$ cat src/rtl/core/rsa_pkg.sv
// Shared types, sizes and controller states of the running statistics accumulator.
package rsa_pkg;

   localparam int SAMPLE_BITS = 16;
   localparam int COUNT_BITS  = 32;

   localparam int FIELD_BITS  = 16;
   localparam int SUM_BITS    = 48;
   localparam int SUM_SQ_BITS = 62;
   localparam int SQUARE_BITS = 31;
   localparam int SPREAD_BITS = 31;

   localparam int DIV_STEPS   = SUM_SQ_BITS;
   localparam int STEP_BITS   = $clog2(DIV_STEPS);

   typedef logic [COUNT_BITS-1:0]  count_type;
   typedef logic [SUM_SQ_BITS-1:0] dividend_type;
   typedef logic [STEP_BITS-1:0]   step_type;

   localparam count_type COUNT_FULL = '1;
   localparam step_type  STEP_LAST  = STEP_BITS'(DIV_STEPS - 1);

   // Extremes of a SAMPLE_BITS code, held in a field-wide signed value
   localparam logic signed [FIELD_BITS-1:0] SAMPLE_MAX =
      FIELD_BITS'((64'd1 << (SAMPLE_BITS - 1)) - 64'd1);
   localparam logic signed [FIELD_BITS-1:0] SAMPLE_MIN = ~SAMPLE_MAX;

   typedef enum logic [2:0] {
      S_IDLE,
      S_SQUARE,
      S_UPDATE,
      S_MEAN_GO,
      S_MEAN_WAIT,
      S_VAR_GO,
      S_VAR_WAIT,
      S_FINISH
   } ctrl_state_type;

   typedef struct packed {
      logic load_sample;
      logic update;
      logic mean_start;
      logic mean_capture;
      logic var_start;
      logic var_capture;
      logic load_out;
   } ctrl_cmd_type;

   typedef struct packed {
      logic div_done;
   } dp_status_type;

endpackage

$ cat src/rtl/core/rsa_divider.sv
// Restoring radix-2 unsigned divider, one quotient bit per cycle.
module rsa_divider
   import rsa_pkg::*;
(
   input  logic         clock,
   input  logic         reset,
   input  logic         start,
   input  dividend_type dividend,
   input  count_type    divisor,
   output logic         done,
   output dividend_type quotient
);

   logic         running_ff, running_in;
   logic         done_ff, done_in;
   step_type     step_ff, step_in;
   dividend_type dvd_ff, dvd_in;
   count_type    rem_ff, rem_in;
   count_type    dvs_ff, dvs_in;

   logic [COUNT_BITS:0] trial;
   logic [COUNT_BITS:0] diff;
   logic                qbit;

   always_comb begin
      trial = {rem_ff, dvd_ff[SUM_SQ_BITS-1]};
      diff  = trial - {1'b0, dvs_ff};
      qbit  = ~diff[COUNT_BITS];

      running_in = running_ff;
      done_in    = 1'b0;
      step_in    = step_ff;
      dvd_in     = dvd_ff;
      rem_in     = rem_ff;
      dvs_in     = dvs_ff;

      if (start) begin
         running_in = 1'b1;
         step_in    = '0;
         dvd_in     = dividend;
         rem_in     = '0;
         dvs_in     = divisor;
      end else if (running_ff) begin
         // shift the quotient bit in where the dividend bit left
         dvd_in  = {dvd_ff[SUM_SQ_BITS-2:0], qbit};
         rem_in  = qbit ? diff[COUNT_BITS-1:0] : trial[COUNT_BITS-1:0];
         step_in = step_ff + 1'b1;
         if (step_ff == STEP_LAST) begin
            running_in = 1'b0;
            done_in    = 1'b1;
         end
      end
   end

   always_ff @(posedge clock) begin
      if (reset) begin
         running_ff <= 1'b0;
         done_ff    <= 1'b0;
      end else begin
         running_ff <= running_in;
         done_ff    <= done_in;
      end
      step_ff <= step_in;
      dvd_ff  <= dvd_in;
      rem_ff  <= rem_in;
      dvs_ff  <= dvs_in;
   end

   assign done     = done_ff;
   assign quotient = dvd_ff;

endmodule

$ cat src/rtl/core/rsa_datapath.sv
// Accumulator state, squares, divider and result registers.
module rsa_datapath
   import rsa_pkg::*;
(
   input  logic                          clock,
   input  logic                          reset,
   input  ctrl_cmd_type                  cmd,
   output dp_status_type                 status,
   input  logic signed [FIELD_BITS-1:0]  req_sample,
   output logic [31:0]                   rsp_sample_count,
   output logic signed [SUM_BITS-1:0]    rsp_running_sum,
   output logic [SUM_SQ_BITS-1:0]        rsp_running_sum_sq,
   output logic signed [FIELD_BITS-1:0]  rsp_smallest,
   output logic signed [FIELD_BITS-1:0]  rsp_largest,
   output logic signed [FIELD_BITS-1:0]  rsp_average,
   output logic [SPREAD_BITS-1:0]        rsp_spread,
   output logic                          rsp_saturated
);

   logic signed [SAMPLE_BITS-1:0] sample_raw;
   logic signed [FIELD_BITS-1:0]  x_ff;
   logic [SQUARE_BITS-1:0]        sq_ff;
   logic signed [2*FIELD_BITS-1:0] x_prod;

   count_type                     count_ff;
   logic signed [SUM_BITS-1:0]    sum_ff;
   logic [SUM_SQ_BITS-1:0]        sum_sq_ff;
   logic signed [FIELD_BITS-1:0]  min_ff;
   logic signed [FIELD_BITS-1:0]  max_ff;
   logic                          sat_ff;

   logic signed [FIELD_BITS-1:0]  avg_ff, avg_in;
   logic [SPREAD_BITS-1:0]        msq_ff;
   logic [SQUARE_BITS-1:0]        avg_sq_ff;
   logic signed [2*FIELD_BITS-1:0] avg_prod;

   logic [SUM_BITS-1:0]           sum_mag;
   dividend_type                  div_dividend;
   dividend_type                  quotient;
   logic                          div_done;
   logic [FIELD_BITS-1:0]         q_low;

   logic [SPREAD_BITS:0]          spread_diff;
   logic [SPREAD_BITS-1:0]        spread_in;

   assign sample_raw = req_sample[SAMPLE_BITS-1:0];
   assign x_prod     = x_ff * x_ff;
   assign avg_prod   = avg_ff * avg_ff;

   assign sum_mag      = sum_ff[SUM_BITS-1] ? SUM_BITS'(-sum_ff) : SUM_BITS'(sum_ff);
   assign div_dividend = cmd.var_start ? sum_sq_ff : SUM_SQ_BITS'(sum_mag);

   rsa_divider u_divider (
      .clock    (clock),
      .reset    (reset),
      .start    (cmd.mean_start | cmd.var_start),
      .dividend (div_dividend),
      .divisor  (count_ff),
      .done     (div_done),
      .quotient (quotient)
   );

   assign status.div_done = div_done;

   // apply the sign of the sum to the truncated magnitude
   assign q_low  = quotient[FIELD_BITS-1:0];
   assign avg_in = sum_ff[SUM_BITS-1] ? -signed'(q_low) : signed'(q_low);

   always_comb begin
      spread_diff = {1'b0, msq_ff} - {1'b0, avg_sq_ff};
      if (count_ff[COUNT_BITS-1:1] == '0 || spread_diff[SPREAD_BITS])
         spread_in = '0;
      else
         spread_in = spread_diff[SPREAD_BITS-1:0];
   end

   always_ff @(posedge clock) begin
      if (reset) begin
         count_ff  <= '0;
         sum_ff    <= '0;
         sum_sq_ff <= '0;
         min_ff    <= SAMPLE_MAX;
         max_ff    <= SAMPLE_MIN;
         sat_ff    <= 1'b0;
      end else if (cmd.update) begin
         if (count_ff == COUNT_FULL) begin
            sat_ff <= 1'b1;
         end else begin
            count_ff  <= count_ff + 1'b1;
            sum_ff    <= sum_ff + SUM_BITS'(x_ff);
            sum_sq_ff <= sum_sq_ff + SUM_SQ_BITS'(sq_ff);
            if (x_ff < min_ff) min_ff <= x_ff;
            if (x_ff > max_ff) max_ff <= x_ff;
         end
      end
   end

   always_ff @(posedge clock) begin
      if (cmd.load_sample) x_ff <= FIELD_BITS'(sample_raw);
      sq_ff     <= x_prod[SQUARE_BITS-1:0];
      avg_sq_ff <= avg_prod[SQUARE_BITS-1:0];
      if (cmd.mean_capture) avg_ff <= avg_in;
      if (cmd.var_capture)  msq_ff <= quotient[SPREAD_BITS-1:0];
      if (cmd.load_out) begin
         rsp_sample_count   <= 32'(count_ff);
         rsp_running_sum    <= sum_ff;
         rsp_running_sum_sq <= sum_sq_ff;
         rsp_smallest       <= min_ff;
         rsp_largest        <= max_ff;
         rsp_average        <= avg_ff;
         rsp_spread         <= spread_in;
         rsp_saturated      <= sat_ff;
      end
   end

endmodule

$ cat src/rtl/core/rsa_control.sv
// Sequencer: sample intake, update, two divisions and result hand-off.
module rsa_control
   import rsa_pkg::*;
(
   input  logic          clock,
   input  logic          reset,
   input  logic          req_valid,
   output logic          req_stall,
   output logic          rsp_valid,
   input  logic          rsp_stall,
   output ctrl_cmd_type  cmd,
   input  dp_status_type status
);

   ctrl_state_type state_ff, state_in;
   logic           rsp_valid_ff, rsp_valid_in;
   logic           out_free;

   assign out_free = ~rsp_valid_ff | ~rsp_stall;

   always_comb begin
      state_in = state_ff;
      case (state_ff)
         S_IDLE:      if (req_valid) state_in = S_SQUARE;
         S_SQUARE:    state_in = S_UPDATE;
         S_UPDATE:    state_in = S_MEAN_GO;
         S_MEAN_GO:   state_in = S_MEAN_WAIT;
         S_MEAN_WAIT: if (status.div_done) state_in = S_VAR_GO;
         S_VAR_GO:    state_in = S_VAR_WAIT;
         S_VAR_WAIT:  if (status.div_done) state_in = S_FINISH;
         S_FINISH:    if (out_free) state_in = S_IDLE;
         default:     state_in = S_IDLE;
      endcase
   end

   always_comb begin
      cmd = '0;
      case (state_ff)
         S_IDLE:      cmd.load_sample  = req_valid;
         S_UPDATE:    cmd.update       = 1'b1;
         S_MEAN_GO:   cmd.mean_start   = 1'b1;
         S_MEAN_WAIT: cmd.mean_capture = status.div_done;
         S_VAR_GO:    cmd.var_start    = 1'b1;
         S_VAR_WAIT:  cmd.var_capture  = status.div_done;
         S_FINISH:    cmd.load_out     = out_free;
         default:     cmd = '0;
      endcase
   end

   // hold the beat until taken, then drop or replace it
   assign rsp_valid_in = cmd.load_out | (rsp_valid_ff & rsp_stall);

   always_ff @(posedge clock) begin
      if (reset) begin
         state_ff     <= S_IDLE;
         rsp_valid_ff <= 1'b0;
      end else begin
         state_ff     <= state_in;
         rsp_valid_ff <= rsp_valid_in;
      end
   end

   assign req_stall = (state_ff != S_IDLE);
   assign rsp_valid = rsp_valid_ff;

endmodule

$ cat src/rtl/core/running_statistics_accumulator.sv
// Top level of the running statistics accumulator.
//
//   channel   direction   handshake              payload
//   req       in          req_valid/req_stall    req_sample
//   rsp       out         rsp_valid/rsp_stall    count, sum, sum_sq, min, max, mean, var, sat
//
// A sample is accepted only in the idle state; the next one waits until the sample has passed
// the square, update, mean and variance states and its result is loaded. The pace is set by the
// shared radix-2 divider, which runs 62 steps for the mean and 62 for the variance.
// Reset empties the accumulator; min and max return to their sentinels.
// A finished beat waits in the output register, and the next sample is taken meanwhile;
// a new result waits in its last step while the previous beat is still stalled.
module running_statistics_accumulator
   import rsa_pkg::*;
(
   input  logic                          clock,
   input  logic                          reset,
   input  logic                          req_valid,
   output logic                          req_stall,
   input  logic signed [FIELD_BITS-1:0]  req_sample,
   output logic                          rsp_valid,
   input  logic                          rsp_stall,
   output logic [31:0]                   rsp_sample_count,
   output logic signed [SUM_BITS-1:0]    rsp_running_sum,
   output logic [SUM_SQ_BITS-1:0]        rsp_running_sum_sq,
   output logic signed [FIELD_BITS-1:0]  rsp_smallest,
   output logic signed [FIELD_BITS-1:0]  rsp_largest,
   output logic signed [FIELD_BITS-1:0]  rsp_average,
   output logic [SPREAD_BITS-1:0]        rsp_spread,
   output logic                          rsp_saturated
);

   ctrl_cmd_type  cmd;
   dp_status_type status;

   rsa_control u_control (
      .clock     (clock),
      .reset     (reset),
      .req_valid (req_valid),
      .req_stall (req_stall),
      .rsp_valid (rsp_valid),
      .rsp_stall (rsp_stall),
      .cmd       (cmd),
      .status    (status)
   );

   rsa_datapath u_datapath (
      .clock              (clock),
      .reset              (reset),
      .cmd                (cmd),
      .status             (status),
      .req_sample         (req_sample),
      .rsp_sample_count   (rsp_sample_count),
      .rsp_running_sum    (rsp_running_sum),
      .rsp_running_sum_sq (rsp_running_sum_sq),
      .rsp_smallest       (rsp_smallest),
      .rsp_largest        (rsp_largest),
      .rsp_average        (rsp_average),
      .rsp_spread         (rsp_spread),
      .rsp_saturated      (rsp_saturated)
   );

endmodule
$ cat config.mk
export PLATFORM = sky130hd
export DESIGN_NAME = running_statistics_accumulator
export DESIGN_NICKNAME = d
export VERILOG_FILES = /design/src/rtl/core/rsa_pkg.sv /design/src/rtl/core/rsa_divider.sv /design/src/rtl/core/rsa_datapath.sv /design/src/rtl/core/rsa_control.sv /design/src/rtl/core/running_statistics_accumulator.sv
export SDC_FILE = /design/constraint.sdc
export NUM_CORES = 2
export LEC_CHECK = 0
export BUFFER_PORTS_ARGS = -buffer_cell sky130_fd_sc_hd__buf_2
export CORE_MARGIN = 3
export CORE_UTILIZATION = 49
export CTS_BUF_LIST = sky130_fd_sc_hd__clkbuf_8 sky130_fd_sc_hd__clkbuf_16
export DETAILED_ROUTE_END_ITERATION = 10
export GPL_TIMING_DRIVEN = 0
export PLACE_DENSITY = 0.79
export SYNTH_ARGS = -nofsm -noshare
export SYNTH_HDL_FRONTEND = slang
export SYNTH_SLANG_ARGS = --single-unit
export TNS_END_PERCENT = 10
$ cat constraint.sdc
create_clock -name clock -period 16.82 [get_ports clock]
set_input_delay 5.046 -clock clock [delete_from_list [all_inputs] [get_ports clock]]
set_output_delay 5.046 -clock clock [all_outputs]
set_load 0.03 [all_outputs]
==> metrics.md <==
| Metric | Value |
|---|---|
| Routability Congestion | 0.9698 |
| Area leader, netlist | edfxtp_1 |
| 1st-pass router iterations | 5 |
| Root buf cell | clkbuf_16 |
| Die Y-Extent | 323.4 µm |
| DRC Markers | 0 |
| Sequential share of the synthesized area | 34.37% |
| Met3 Usage GRT | 4.711% |
| Crit path arrival time | 8770 ps |
| Vias in the first global route | 38,112 |
| Post-synthesis cell area | 49,370 µm² |
| Hold crit path type | register to register |
| Clock skew | 45.96 ps |
| WL/cell | 20.28 µm |
| Largest net degree at the start of global routing | 41 |
| Routed vias/inst | 5.620 |
| Hold_buf cts | 0 |
| Synth unique cells | 76 |
| Yosys top cell area share | 23.05% |
| Yosys reg bits | 658 |
| FMAX | 122.4 MHz |
| Share of layout cells above drive strength 1 | 7.931% |
| Post-CTS sizing | 0 |
| First-pass GRT wire length | 211,400 µm |
| ANT nets after route | 0 |
| Area grow syn2layout | 11.67% |
| Synth Flop Type | edfxtp_1 |
| Number of synthesized flops with an enable pin | 379 |
| H-tree levels | 3 |
| Reg-to-reg startpoint | u_datapath.x_ff[15]$_DFFE_PP_ |
| Hold_sp | u_datapath.min_ff[5]$_SDFFE_PP1P_ |
| # Max-Cap Violations | 0 |
| Startpoint types | register |
| # rows | 115 |
| Initial antenna violation count | 4 |
| Status | complete, no violations |
| Gr busiest metal | met2 |
| Crit. End Element | register |
| Unrepaired setup endpoints after global routing | false |
| PortBufs | 243 |
| GR Layer Usage met2 | 43.25% |
| Endpoints failing setup | 0 |
| Synth top cells by count | inv_1 (841), fa_1 (462), nand2_1 (454) |
| Synthesis warning total | 0 |
| Final Cycle Share | 48.56% |
| Vias | 37,853 |
| I/O Pins | 244 |
| Initial Util | 49.80% |
| Critical Path Start | u_datapath.x_ff[15]$_DFFE_PP_ |
| Clock latency on the worst-skew pair | 680 ps |
| CTS tree | built |
| Std-Cell Core Area | 99,140 µm² |
| Met1 global-route usage | 32.99% |
| Detailed placement HPWL | 107,600 µm |
| Worst slew pin tran | 1267 ps |
| Final Critical Period | 8168 ps |
| Asr flop ratio synth | 0% |
| GRT overflow | 0 |
| Die area | 104,600 µm² |
| Clock sinks | 658 |
| Most instantiated library cell after synthesis | inv_1 |
| Req. time, crit path | 17,430 ps |
| Setup bufs post-CTS | 0 |
| Starting DRT DRC Count | 3,280 |
| Final Hold Fails | 0 |
| Clock transition at path regs | 60 ps |
| Setup CP Type | register to register |
| Layout Nets | 6,219 |
| Cells after Synth | 5,049 |
| Setup TNS | 0 ps |
| Max-slew headroom | 15.11% |
| All-Layer GR Usage | 26.26% |
| Die width | 323.4 µm |
| Mean area per synthesized cell | 9.778 µm² |
| Maximum fanout count along the critical path | 18 |
| CTS Buf Count | 77 |
| DRT Wirelength | 136,600 µm |
| Clock tree buffer depth | 3 |
| Final Max Slew Viols | 0 |
| Ranking of synthesized cells by area | edfxtp_1 (23%), fa_1 (19%), dfxtp_1 (11%), ha_1 (9.0%), inv_1 (6.4%) |
| Synth Net Count | 5,885 |
[placed cells by master, fill, tap and decap left out, types with 215 or more instances in the layout]
cell type / netlist / layout
a21oi_1: 328 / 327
fa_1: 462 / 462
buf_2: 2 / 245
ha_1: 354 / 354
edfxtp_1: 379 / 379
inv_1: 841 / 852
nor2_1: 357 / 356
o21ai_0: 215 / 215
dfxtp_1: 279 / 279
nand2_1: 454 / 454
[per-layer routing]
layer  vias up  routed length [µm]
li1      17459                   -
met1     18401               53930
met2      1580               63560
met3       409               11010
met4         4                8078
met5         -                  27
[sequential cells by signal (all words and copies together) (netlist names), 48 cells and up]
name / count
u_datapath.rsp_running_sum_sq: 62
u_datapath.sum_sq_ff: 62
u_datapath.u_divider.quotient: 62
u_datapath.rsp_running_sum: 48
u_datapath.sum_ff: 48
[path summary, 6_finish.rpt]
check	end	slack [ps]	cells after the start
worst max register to register	u_datapath.sq_ff[30]$_DFF_P_	8650	25
worst min-delay path	u_datapath.rsp_smallest[5]$_DFFE_PP_	430	0
worst min register to register	u_datapath.rsp_smallest[5]$_DFFE_PP_	430	0
worst max-delay path	u_datapath.sq_ff[30]$_DFF_P_	8650	25
[cell families after synthesis]
| logic type | count (synthesis) | synth area share [%] |
|---|---|---|
| AOI/OAI and AO/OA | 941 | 11.85 |
| buffers and inverters | 1003 | 7.631 |
| xor gates and xnor gates | 309 | 5.482 |
| DFF | 658 | 34.37 |
| and+or+nand+nor | 1267 | 11.84 |
| adders and majority gates | 816 | 27.71 |
| muxes | 55 | 1.125 |
[worst max-delay path: stages (launching register included)]
cell      delay, ps
edfxtp_1        690
buf_16          290
buf_16          160
clkinv_1        290
clkbuf_1        490
nor2_1          150
fa_1            640
inv_1           180
fa_1            560
inv_1            50
fa_1            520
fa_1            440
fa_1            550
inv_1            50
fa_1            530
inv_1            50
ha_1            350
and3_1          260
a221oi_1        340
nand2_1         140
o41ai_1         480
o211a_1         280
a21oi_1         110
a21o_1          190
a21oi_1         160
xnor2_1         130
[final cells by class]
type / instances / area (µm²)
plain buffers: 155 / 584.3
multi-input cells: 3388 / 28650
flip-flops and latches: 658 / 16970
clock inverters: 52 / 489.2
inverters: 848 / 3183
diodes: 2 / 5.005
well taps: 1287 / 1610
clock buffers: 91 / 2153
fillers: 8364 / 44010
repair buffers: 255 / 1486
[through the flow]
stage	hold WS [ps]	setup slack, ps	utilization (%)	area (µm²)	instances
2_1_floorplan	386.0	491.7	-	49370	5049
3_5_place_dp	419.1	8772	52.93	52480	6591
6_report	431.7	8652	55.61	55130	6736
4_1_cts	432.9	8788	55.60	55120	6734
5_1_grt	461.4	8299	55.60	55120	6735
3_3_place_gp	418.1	-5297	52.65	52190	6579
Power is left out: the tool's default activity adds up to more than one toggle a clock period on the data nets, which glitch-free logic cannot reach.
